## src/design/sdrs_pkg.sv

```systemverilog
package sdrs_pkg;

  typedef enum logic [2:0] {
    ST_OK         = 3'd0,
    ST_END_OF_DISK = 3'd1,
    ST_UNALIGNED  = 3'd2,
    ST_EMPTY      = 3'd3,
    ST_QUEUE_FULL = 3'd4
  } status_e;

  localparam logic [7:0] ATA_READ_DMA      = 8'hC8;
  localparam logic [7:0] ATA_READ_DMA_EXT  = 8'h25;
  localparam logic [7:0] ATA_WRITE_DMA     = 8'hCA;
  localparam logic [7:0] ATA_WRITE_DMA_EXT = 8'h35;

  localparam logic [0:0] FUNC_SUBMIT = 1'b0;
  localparam logic [0:0] FUNC_DONE   = 1'b1;

  localparam logic [0:0] REG_BLOCK_LOG = 1'b0;
  localparam logic [0:0] REG_LBA48     = 1'b1;

  localparam int BLOCK_LOG_W = 4;

  typedef struct packed {
    logic [7:0]  tag;
    logic [31:0] offset;
    logic [31:0] length;
    logic        is_read;
  } entry_t;

  typedef struct packed {
    logic [2:0]  status;
    logic [31:0] accepted_length;
    logic        issue_valid;
    logic [7:0]  issue_tag;
    logic [7:0]  ata_command;
    logic [22:0] block_lba;
    logic [31:0] progress_bytes;
    logic        complete_valid;
    logic [7:0]  complete_tag;
  } result_t;

  typedef struct packed {
    logic        func;
    logic [7:0]  req_tag;
    logic        is_read;
    logic [31:0] byte_offset;
    logic [31:0] req_length;
    logic [31:0] device_size;
    logic [22:0] partition_base;
    logic [31:0] buffer_addr;
  } request_t;

  // controller -> datapath
  typedef struct packed {
    logic load;       // capture input word
    logic eval;       // compute checks / advance
    logic scan;       // queue search step
    logic commit;     // apply state update
    logic shift_step; // one queue move step
  } dp_cmd_t;

  // datapath -> controller
  typedef struct packed {
    logic drop;         // completion while idle
    logic need_insert;  // submit to be queued
    logic need_pop;     // request done, queue nonempty
    logic scan_done;
    logic shift_done;
  } dp_sts_t;

endpackage

```

## src/design/sdrs_if.sv

```systemverilog
interface sdrs_req_if;
  import sdrs_pkg::*;
  logic     valid;
  logic     ready;
  request_t data;
  modport source (output valid, output data, input ready);
  modport sink (input valid, input data, output ready);
endinterface

interface sdrs_res_if;
  import sdrs_pkg::*;
  logic    valid;
  logic    ready;
  result_t data;
  modport source (output valid, output data, input ready);
  modport sink (input valid, input data, output ready);
endinterface

interface sdrs_cfg_if;
  logic        valid;
  logic        ready;
  logic [0:0]  index;
  logic [31:0] wdata;
  modport source (output valid, output index, output wdata, input ready);
  modport sink (input valid, input index, input wdata, output ready);
endinterface

```

## src/design/sdrs_ctrl.sv

```systemverilog
module sdrs_ctrl
  import sdrs_pkg::*;
(
  input  logic    clk_i,
  input  logic    rst_ni,
  input  logic    in_valid_i,
  output logic    in_ready_o,
  output logic    out_valid_o,
  input  logic    out_ready_i,
  output dp_cmd_t cmd_o,
  input  dp_sts_t sts_i
);

  typedef enum logic [5:0] {
    S_IDLE  = 6'b000001,
    S_EVAL  = 6'b000010,
    S_SCAN  = 6'b000100,
    S_SHIFT = 6'b001000,
    S_COMMIT = 6'b010000,
    S_OUT   = 6'b100000
  } state_e;

  state_e state_q, state_d;

  assign in_ready_o  = (state_q == S_IDLE);
  assign out_valid_o = (state_q == S_OUT);

  always_comb begin
    state_d = state_q;
    cmd_o   = '0;
    case (state_q)
      S_IDLE: begin
        if (in_valid_i) begin
          cmd_o.load = 1'b1;
          state_d = S_EVAL;
        end
      end
      S_EVAL: begin
        cmd_o.eval = 1'b1;
        if (sts_i.drop) begin
          state_d = S_IDLE;
        end else if (sts_i.need_insert) begin
          state_d = S_SCAN;
        end else if (sts_i.need_pop) begin
          state_d = S_SHIFT;
        end else begin
          state_d = S_COMMIT;
        end
      end
      S_SCAN: begin
        cmd_o.scan = 1'b1;
        if (sts_i.scan_done) begin
          state_d = S_SHIFT;
        end
      end
      S_SHIFT: begin
        cmd_o.shift_step = 1'b1;
        if (sts_i.shift_done) begin
          state_d = S_COMMIT;
        end
      end
      S_COMMIT: begin
        cmd_o.commit = 1'b1;
        state_d = S_OUT;
      end
      S_OUT: begin
        if (out_ready_i) begin
          state_d = S_IDLE;
        end
      end
      default: state_d = S_IDLE;
    endcase
  end

  always_ff @(posedge clk_i or negedge rst_ni) begin
    if (!rst_ni) begin
      state_q <= S_IDLE;
    end else begin
      state_q <= state_d;
    end
  end

endmodule

```

## src/design/sdrs_dp.sv

```systemverilog
module sdrs_dp
  import sdrs_pkg::*;
#(
  parameter int QueueDepth = 16
) (
  input  logic                   clk_i,
  input  logic                   rst_ni,
  input  request_t               req_i,
  input  logic                   cfg_we_i,
  input  logic [0:0]             cfg_index_i,
  input  logic [31:0]            cfg_wdata_i,
  input  dp_cmd_t                cmd_i,
  output dp_sts_t                sts_o,
  output result_t                res_o
);

  localparam int IdxW = $clog2(QueueDepth);
  localparam int CntW = $clog2(QueueDepth + 1);

  logic [BLOCK_LOG_W-1:0] block_log_q;
  logic                   lba48_q;

  request_t    req_q;
  entry_t      queue_q [QueueDepth];
  logic [CntW-1:0] count_q;
  logic        busy_q;
  entry_t      cur_q;
  logic [31:0] prog_q;
  result_t     res_q;
  result_t     res_d;
  entry_t      head_q;

  // per-item working registers
  logic [2:0]  stat_q;
  logic [31:0] len_q;
  logic [31:0] abs_q;
  logic        done_q;     // completion finishes current request
  logic        finish_q;   // completion finishes, queue empty -> go idle
  logic [CntW-1:0] pos_q;  // scan / shift cursor
  logic [CntW-1:0] ins_q;  // insert position
  logic        ins_mode_q;

  logic [31:0] bsize, bmask, room, clip_len, abs_off, nxt_off;
  logic [32:0] sum;
  logic [2:0]  chk_stat;
  logic        chk_ok;

  assign bsize = 32'd1 << block_log_q;
  assign bmask = bsize - 32'd1;
  assign room  = req_q.device_size - req_q.byte_offset;
  assign clip_len = (req_q.req_length < room) ? req_q.req_length : room;
  assign abs_off  = req_q.byte_offset + ({9'd0, req_q.partition_base} << block_log_q);
  assign nxt_off  = cur_q.offset + bsize;
  assign sum      = {1'b0, prog_q} + {1'b0, bsize};

  always_comb begin
    chk_stat = ST_OK;
    chk_ok   = 1'b0;
    if (req_q.byte_offset >= req_q.device_size) begin
      chk_stat = req_q.is_read ? ST_EMPTY : ST_END_OF_DISK;
    end else if (((req_q.byte_offset & bmask) != 32'd0) ||
                 ((req_q.buffer_addr & bmask) != 32'd0)) begin
      chk_stat = ST_UNALIGNED;
    end else if ((clip_len & bmask) != 32'd0) begin
      chk_stat = ST_UNALIGNED;
    end else if (clip_len == 32'd0) begin
      chk_stat = ST_EMPTY;
    end else if (busy_q && (count_q >= CntW'(QueueDepth))) begin
      chk_stat = ST_QUEUE_FULL;
    end else begin
      chk_ok = 1'b1;
    end
  end

  logic [IdxW-1:0] pos_idx, pos_idx_m1;
  assign pos_idx    = pos_q[IdxW-1:0];
  assign pos_idx_m1 = pos_idx - IdxW'(1);

  always_comb begin
    sts_o = '0;
    sts_o.drop        = (req_q.func == FUNC_DONE) && !busy_q;
    sts_o.need_insert = (req_q.func == FUNC_SUBMIT) && chk_ok && busy_q;
    sts_o.need_pop    = (req_q.func == FUNC_DONE) && busy_q &&
                        (sum >= {1'b0, cur_q.length}) && (count_q != '0);
    sts_o.scan_done   = (pos_q == count_q) || (queue_q[pos_idx].offset > abs_q);
    sts_o.shift_done  = ins_mode_q ? (pos_q <= ins_q)
                                   : (pos_q >= count_q);
  end

  function automatic logic [7:0] opcode(input logic rd, input logic ext);
    if (rd) return ext ? ATA_READ_DMA_EXT : ATA_READ_DMA;
    return ext ? ATA_WRITE_DMA_EXT : ATA_WRITE_DMA;
  endfunction

  // pop reads head before shift overwrites it: capture head at eval
  always_comb begin
    res_d = '0;
    if (req_q.func == FUNC_DONE) begin
      res_d.complete_valid = done_q;
      res_d.complete_tag   = done_q ? cur_q.tag : 8'd0;
      if (!finish_q) begin
        res_d.issue_valid = 1'b1;
        if (done_q) begin
          res_d.issue_tag      = head_q.tag;
          res_d.ata_command    = opcode(head_q.is_read, lba48_q);
          res_d.block_lba      = 23'(head_q.offset >> block_log_q);
          res_d.progress_bytes = '0;
        end else begin
          res_d.issue_tag      = cur_q.tag;
          res_d.ata_command    = opcode(cur_q.is_read, lba48_q);
          res_d.block_lba      = 23'(nxt_off >> block_log_q);
          res_d.progress_bytes = sum[31:0];
        end
      end
    end else begin
      res_d.status = stat_q;
      if (stat_q == ST_OK) begin
        res_d.accepted_length = len_q;
        if (!busy_q) begin
          res_d.issue_valid = 1'b1;
          res_d.issue_tag   = req_q.req_tag;
          res_d.ata_command = opcode(req_q.is_read, lba48_q);
          res_d.block_lba   = 23'(abs_q >> block_log_q);
        end
      end
    end
  end

  always_ff @(posedge clk_i or negedge rst_ni) begin
    if (!rst_ni) begin
      block_log_q <= 4'd9;
      lba48_q     <= 1'b0;
      count_q     <= '0;
      busy_q      <= 1'b0;
      cur_q       <= '0;
      prog_q      <= '0;
    end else begin
      if (cfg_we_i) begin
        case (cfg_index_i)
          REG_BLOCK_LOG: block_log_q <= cfg_wdata_i[BLOCK_LOG_W-1:0];
          REG_LBA48:     lba48_q     <= cfg_wdata_i[0];
          default: ;
        endcase
      end
      if (cmd_i.commit) begin
        if (req_q.func == FUNC_DONE) begin
          if (done_q && !finish_q) begin
            cur_q   <= head_q;
            prog_q  <= '0;
            count_q <= count_q - CntW'(1);
          end else begin
            cur_q.offset <= nxt_off;
            prog_q       <= sum[31:0];
            if (finish_q) begin
              busy_q <= 1'b0;
            end
          end
        end else if (stat_q == ST_OK) begin
          if (!busy_q) begin
            busy_q <= 1'b1;
            cur_q  <= '{tag: req_q.req_tag, offset: abs_q, length: len_q,
                        is_read: req_q.is_read};
            prog_q <= '0;
          end else begin
            count_q <= count_q + CntW'(1);
          end
        end
      end
    end
  end

  always_ff @(posedge clk_i) begin
    if (cmd_i.load) begin
      req_q <= req_i;
    end
    if (cmd_i.eval) begin
      stat_q   <= chk_stat;
      len_q    <= clip_len;
      abs_q    <= abs_off;
      done_q   <= sum >= {1'b0, cur_q.length};
      finish_q <= (sum >= {1'b0, cur_q.length}) && (count_q == '0);
      pos_q    <= (req_q.func == FUNC_DONE) ? CntW'(1) : '0;
      ins_mode_q <= req_q.func == FUNC_SUBMIT;
      head_q   <= queue_q[0];
    end
    if (cmd_i.scan && !sts_o.scan_done) begin
      pos_q <= pos_q + CntW'(1);
    end
    if (cmd_i.scan && sts_o.scan_done) begin
      ins_q <= pos_q;
      pos_q <= count_q;
    end
    if (cmd_i.shift_step) begin
      if (ins_mode_q) begin
        if (pos_q > ins_q) begin
          queue_q[pos_idx] <= queue_q[pos_idx_m1];
          pos_q <= pos_q - CntW'(1);
        end else begin
          queue_q[pos_idx] <= '{tag: req_q.req_tag, offset: abs_q, length: len_q,
                                is_read: req_q.is_read};
        end
      end else if (pos_q < count_q) begin
        queue_q[pos_idx_m1] <= queue_q[pos_idx];
        pos_q <= pos_q + CntW'(1);
      end
    end
    if (cmd_i.commit) begin
      res_q <= res_d;
    end
  end

  assign res_o = res_q;

endmodule

```

## src/design/sorted_disk_request_sequencer.sv

```systemverilog
// Channel | Dir | Handshake   | Word
// req     | in  | valid/ready | request_t (func, tag, offsets, sizes)
// res     | out | valid/ready | result_t (status, issue, completion)
// cfg     | in  | valid/ready | register index and write data
// A word passes through the IDLE, EVAL, COMMIT and OUT states; a queued
// submit adds the sorted scan (SCAN) and the shift (SHIFT) of the queue,
// and a pop that starts the next request adds a SHIFT pass that moves
// each queued entry. A completion while idle goes from EVAL back to IDLE and gives no word.
// Reset is asynchronous and active low; the queue needs no clearing.
// A stalled result holds the block until it is taken.
module sorted_disk_request_sequencer
  import sdrs_pkg::*;
#(
  parameter int QUEUE_DEPTH = 16
) (
  input logic       clk_i,
  input logic       rst_ni,
  sdrs_req_if.sink   req,
  sdrs_res_if.source res,
  sdrs_cfg_if.sink   cfg
);

  dp_cmd_t cmd;
  dp_sts_t sts;

  assign cfg.ready = 1'b1;

  sdrs_ctrl u_ctrl (
    .clk_i       (clk_i),
    .rst_ni      (rst_ni),
    .in_valid_i  (req.valid),
    .in_ready_o  (req.ready),
    .out_valid_o (res.valid),
    .out_ready_i (res.ready),
    .cmd_o       (cmd),
    .sts_i       (sts)
  );

  sdrs_dp #(.QueueDepth(QUEUE_DEPTH)) u_dp (
    .clk_i       (clk_i),
    .rst_ni      (rst_ni),
    .req_i       (req.data),
    .cfg_we_i    (cfg.valid),
    .cfg_index_i (cfg.index),
    .cfg_wdata_i (cfg.wdata),
    .cmd_i       (cmd),
    .sts_o       (sts),
    .res_o       (res.data)
  );

endmodule

```

## src/flat_wrapper.sv

```systemverilog
// flat-port wrapper written by rule: the top's interface ports become plain ports
module sorted_disk_request_sequencer_flat import sdrs_pkg::*;
#(
  parameter int QUEUE_DEPTH = 16
)
  (clk_i, rst_ni, req_valid, req_data, req_ready, res_valid, res_data, res_ready, cfg_valid, cfg_index, cfg_wdata, cfg_ready);
  sdrs_req_if req_i ();
  sdrs_res_if res_i ();
  sdrs_cfg_if cfg_i ();
  input logic clk_i;
  input logic rst_ni;
  input wire logic [$bits(req_i.valid)-1:0] req_valid;
  input wire logic [$bits(req_i.data)-1:0] req_data;
  output wire logic [$bits(req_i.ready)-1:0] req_ready;
  output wire logic [$bits(res_i.valid)-1:0] res_valid;
  output wire logic [$bits(res_i.data)-1:0] res_data;
  input wire logic [$bits(res_i.ready)-1:0] res_ready;
  input wire logic [$bits(cfg_i.valid)-1:0] cfg_valid;
  input wire logic [$bits(cfg_i.index)-1:0] cfg_index;
  input wire logic [$bits(cfg_i.wdata)-1:0] cfg_wdata;
  output wire logic [$bits(cfg_i.ready)-1:0] cfg_ready;
  assign req_i.valid = req_valid;
  assign req_i.data = req_data;
  assign req_ready = req_i.ready;
  assign res_valid = res_i.valid;
  assign res_data = res_i.data;
  assign res_i.ready = res_ready;
  assign cfg_i.valid = cfg_valid;
  assign cfg_i.index = cfg_index;
  assign cfg_i.wdata = cfg_wdata;
  assign cfg_ready = cfg_i.ready;
  sorted_disk_request_sequencer #(.QUEUE_DEPTH(QUEUE_DEPTH)) u_core (.clk_i(clk_i), .rst_ni(rst_ni), .req(req_i), .res(res_i), .cfg(cfg_i));
endmodule
```

## config.mk

```make
export PLATFORM = sky130hd
export DESIGN_NAME = sorted_disk_request_sequencer_flat
export DESIGN_NICKNAME = d
export VERILOG_FILES = /design/src/design/sdrs_pkg.sv /design/src/design/sdrs_if.sv /design/src/design/sdrs_ctrl.sv /design/src/design/sdrs_dp.sv /design/src/design/sorted_disk_request_sequencer.sv /design/src/flat_wrapper.sv
export SDC_FILE = /design/constraint.sdc
export NUM_CORES = 2
export LEC_CHECK = 0
export BUFFER_PORTS_ARGS = -buffer_cell sky130_fd_sc_hd__buf_2
export CAP_MARGIN = 20
export CORE_AREA = 2 2 442 444
export CTS_BUF_LIST = sky130_fd_sc_hd__clkbuf_8
export CTS_CLUSTER_SIZE = 40
export DETAILED_ROUTE_END_ITERATION = 6
export DIE_AREA = 0 0 444 446
export GPL_TIMING_DRIVEN = 0
export SYNTH_ARGS = -nofsm -noshare
export SYNTH_HDL_FRONTEND = slang
export SYNTH_SLANG_ARGS = --single-unit
```

## constraint.sdc

```tcl
create_clock -name clk_i -period 11.2 [get_ports clk_i]
set_input_delay 1.68 -clock clk_i [delete_from_list [all_inputs] [get_ports clk_i]]
set_output_delay 1.68 -clock clk_i [all_outputs]
set_load 0.005 [all_outputs]
```

==> results.py <==
metrics = {
    "outcome": {
        "status": "complete, but fails checks",
        "violations": "design-rule violations",
    },
    "critical_path": {
        "cp_top_family": "compound AO/OA/AOI/OAI gates",
        "endpoint_kind": "flip-flop",
        "slowest_stage": "a31oi_1",
        "cp.buffers_inverters": 6,
        "setup.worst_path.start": "u_core.u_dp.block_log_q[0]",
        "critPathMaxStageDelay_ps": 720,
        "reg2reg_from": "u_core.u_dp.block_log_q[0]",
        "cp.depth": 28,
        "crit_fanout": 10,
        "r2r_cells": 28,
        "startpoint_type": "flip-flop",
        "required_ps": 12110,
        "crit_arrival_ps": 11480,
        "critical_path_class": "flip-flop to flip-flop",
    },
    "synthesis": {
        "ys_seq_area_frac": 0.585,
        "syn_inst": 5579,
        "synth-main-ff-cell": "edfxtp_1",
        "synthDistinctLibCells": 89,
        "netlist_top_cells_area": "edfxtp_1 (55%), mux4_2 (20%), dfrtp_1 (3.4%)",
        "synth-edff-count": 1582,
        "synth_warnings": 0,
        "ys_ff_latch": 1709,
        "yosysTopAreaCell": "edfxtp_1",
        "synth_fp_nets": 5990,
        "netlist_area_sq_mm": 0.0866,
        "post_synth.cell_area_avg_sq_um": 15.5,
        "async_flop_share": 0.0714,
        "synth_top_cell_area_share": 0.548,
    },
    "final_layout": {
        "final_cells": 9165,
        "area_delta_synth_final_pct": 15.8,
        "layout_common_cells": "edfxtp_1 (1582), mux4_2 (753), nand2_1 (393), clkbuf_8 (318), buf_2 (318)",
        "drive_gt1_frac": 0.260,
        "finalNetCount": 6809,
        "final_common_cell": "edfxtp_1",
        "final_design_area_no_fill_sq_mm": 0.100,
    },
    "worst_hold_path": {
        "hp-class": "flip-flop to flip-flop",
        "whs_path_depth": 0,
        "worstHoldStart": "u_core.u_dp.queue_q[0][10]",
    },
    "place": {
        "globalplace.congestion": 0.993,
        "place_area_sq_mm": 0.0946,
        "portBuffers": 281,
        "hpwl_mm": 236,
        "dp.cells": 8621,
    },
    "grt": {
        "gr-total-overflow": 0,
        "grtUsageTotal": 0.323,
        "grt_pass1_vias": 59100,
        "grt_pass1_wl_mm": 448,
        "antenna_found_initial": 19,
        "grt_max_degree": 117,
    },
    "detailed_routing": {
        "via_per_inst": 6.54,
        "num_vias": 60000,
        "ant_nets": 0,
        "first_pass_iters": 7,
        "routedWlPerCell_um": 35.2,
        "drc": 6,
        "totalWireLength_mm": 323,
        "drt_iter0_markers": 7343,
    },
    "floorplanning": {
        "io_pins": 318,
        "core_area_sq_mm": 0.194,
        "fp.dieH_um": 446,
        "start_util": 0.447,
        "rows": 162,
        "die_width_um": 444,
        "dieArea_sq_mm": 0.198,
    },
    "sta": {
        "fin_crit_sh": 0.943,
        "hold_viol_final": 0,
        "slew_violations": 0,
        "rsz0062_at_grt": "false",
        "layout_min_cycle_time_ps": 10570,
        "finalSetupViolations": 0,
        "tightest_slew_ps": 1270,
        "max_freq_ghz": 0.0946,
        "relSlewSlack": 0.131,
        "skew_ps": 74.5,
        "timing.hold.ws_ps": 469,
    },
    "clocking": {
        "cts_resized": 0,
        "clk-insertion-delay-late_ps": 1070,
        "clkTransAtPathRegs_ps": 60,
        "hold_buffers": 0,
        "htree_levels": 5,
        "clkSinkCount": 1709,
        "cts_inserted_buffers": 303,
        "cts_root_buffer": "clkbuf_8",
        "cts_tree": "done",
        "clock_path_buffers": 4,
        "post_cts_buffers": 0,
    },
    "power": {
        "vdd_drop_max_v": 0.000113,
        "leakage_nw": 35.2,
        "power-per-cell-area_mw_per_mm2": 248,
    },
    "run": {
        "maxCapViolations": 0,
    },
}
synth_stat cells, types with 69 or more instances:
cell,instances
a21oi_1,261
a21o_1,69
nand2_1,393
mux2i_1,210
dfrtp_1,119
xnor2_1,78
edfxtp_1,1582
clkbuf_1,263
ha_1,207
inv_1,188
o21ai_0,297
nor2_1,280
buf_1,71
and2_1,74
mux4_2,753
routing by layer:
| metal | part of all wire | global-route usage |
|---|---|---|
| met1 | 0.37 | 0.411 |
| met2 | 0.46 | 0.508 |
| met3 | 0.11 | 0.0895 |
| met4 | 0.057 | 0.163 |
| met5 | 0.00020 | 0 |
metrics by stage:
stage | power [W] | setup TNS (ps) | setup slack (ps) | util
floorplan | 0.0153 | 0 | 4150 | -
global placement | 0.0187 | -4235240 | -4290 | 0.471
detailed placement | 0.0192 | 0 | 879 | 0.489
CTS | 0.0248 | 0 | 766 | 0.517
global route | 0.0258 | 0 | 309 | 0.518
finish | 0.0249 | 0 | 634 | 0.518
cells by family after synthesis:
family | Yosys count | share of synthesized area
flops | 1709 | 0.585
simple gates | 1083 | 0.0583
mux | 987 | 0.223
compound gates | 937 | 0.0672
buf+inv | 531 | 0.0232
fa+ha+maj | 212 | 0.0311
xor+xnor | 119 | 0.0120
other cells | 1 | 0.0000433
sequential cells by signal, summed over array words and instances, names as in the netlist:
signal,flops
u_core.u_ctrl.state_q,6
u_core.u_dp.abs_q,32
u_core.u_dp.block_log_q,4
u_core.u_dp.busy_q,1
u_core.u_dp.count_q,5
u_core.u_dp.cur_q,73
u_core.u_dp.done_q,1
u_core.u_dp.finish_q,1
u_core.u_dp.head_q,73
u_core.u_dp.ins_mode_q,1
u_core.u_dp.ins_q,5
u_core.u_dp.lba48_q,1
u_core.u_dp.len_q,32
u_core.u_dp.pos_q,5
u_core.u_dp.prog_q,32
u_core.u_dp.queue_q,1168
u_core.u_dp.req_q,154
u_core.u_dp.res_o,112
u_core.u_dp.stat_q,3
final cells by class:
type	instances	area, sq um
inverter	192	733
timing repair buffer	514	4870
antenna	11	27.5
clock inverter	201	1120
fill	15900	93200
clock buffer	318	4380
multi-input combinational	3339	34100
tap	2542	3180
sequential	1709	50700
buffer	339	1290
final timing paths:
path	to	slack, ps
worst max-delay path	u_core.u_ctrl.state_q[3]	630
worst min-delay path	u_core.u_dp.head_q[10]	470
worst max register to register	u_core.u_ctrl.state_q[3]	630
worst min register to register	u_core.u_dp.head_q[10]	470
max in group asynchronous	u_core.u_dp.prog_q[15]	9690
min in group asynchronous	u_core.u_dp.cur_q[53]	570
report_power, final:
part	switching, W	internal, W
Sequential	0.000507	0.00861
Clock	0.00261	0.00289
Combinational	0.00608	0.00417
Total	0.00920	0.0157
(Power assumes the default switching activity.)
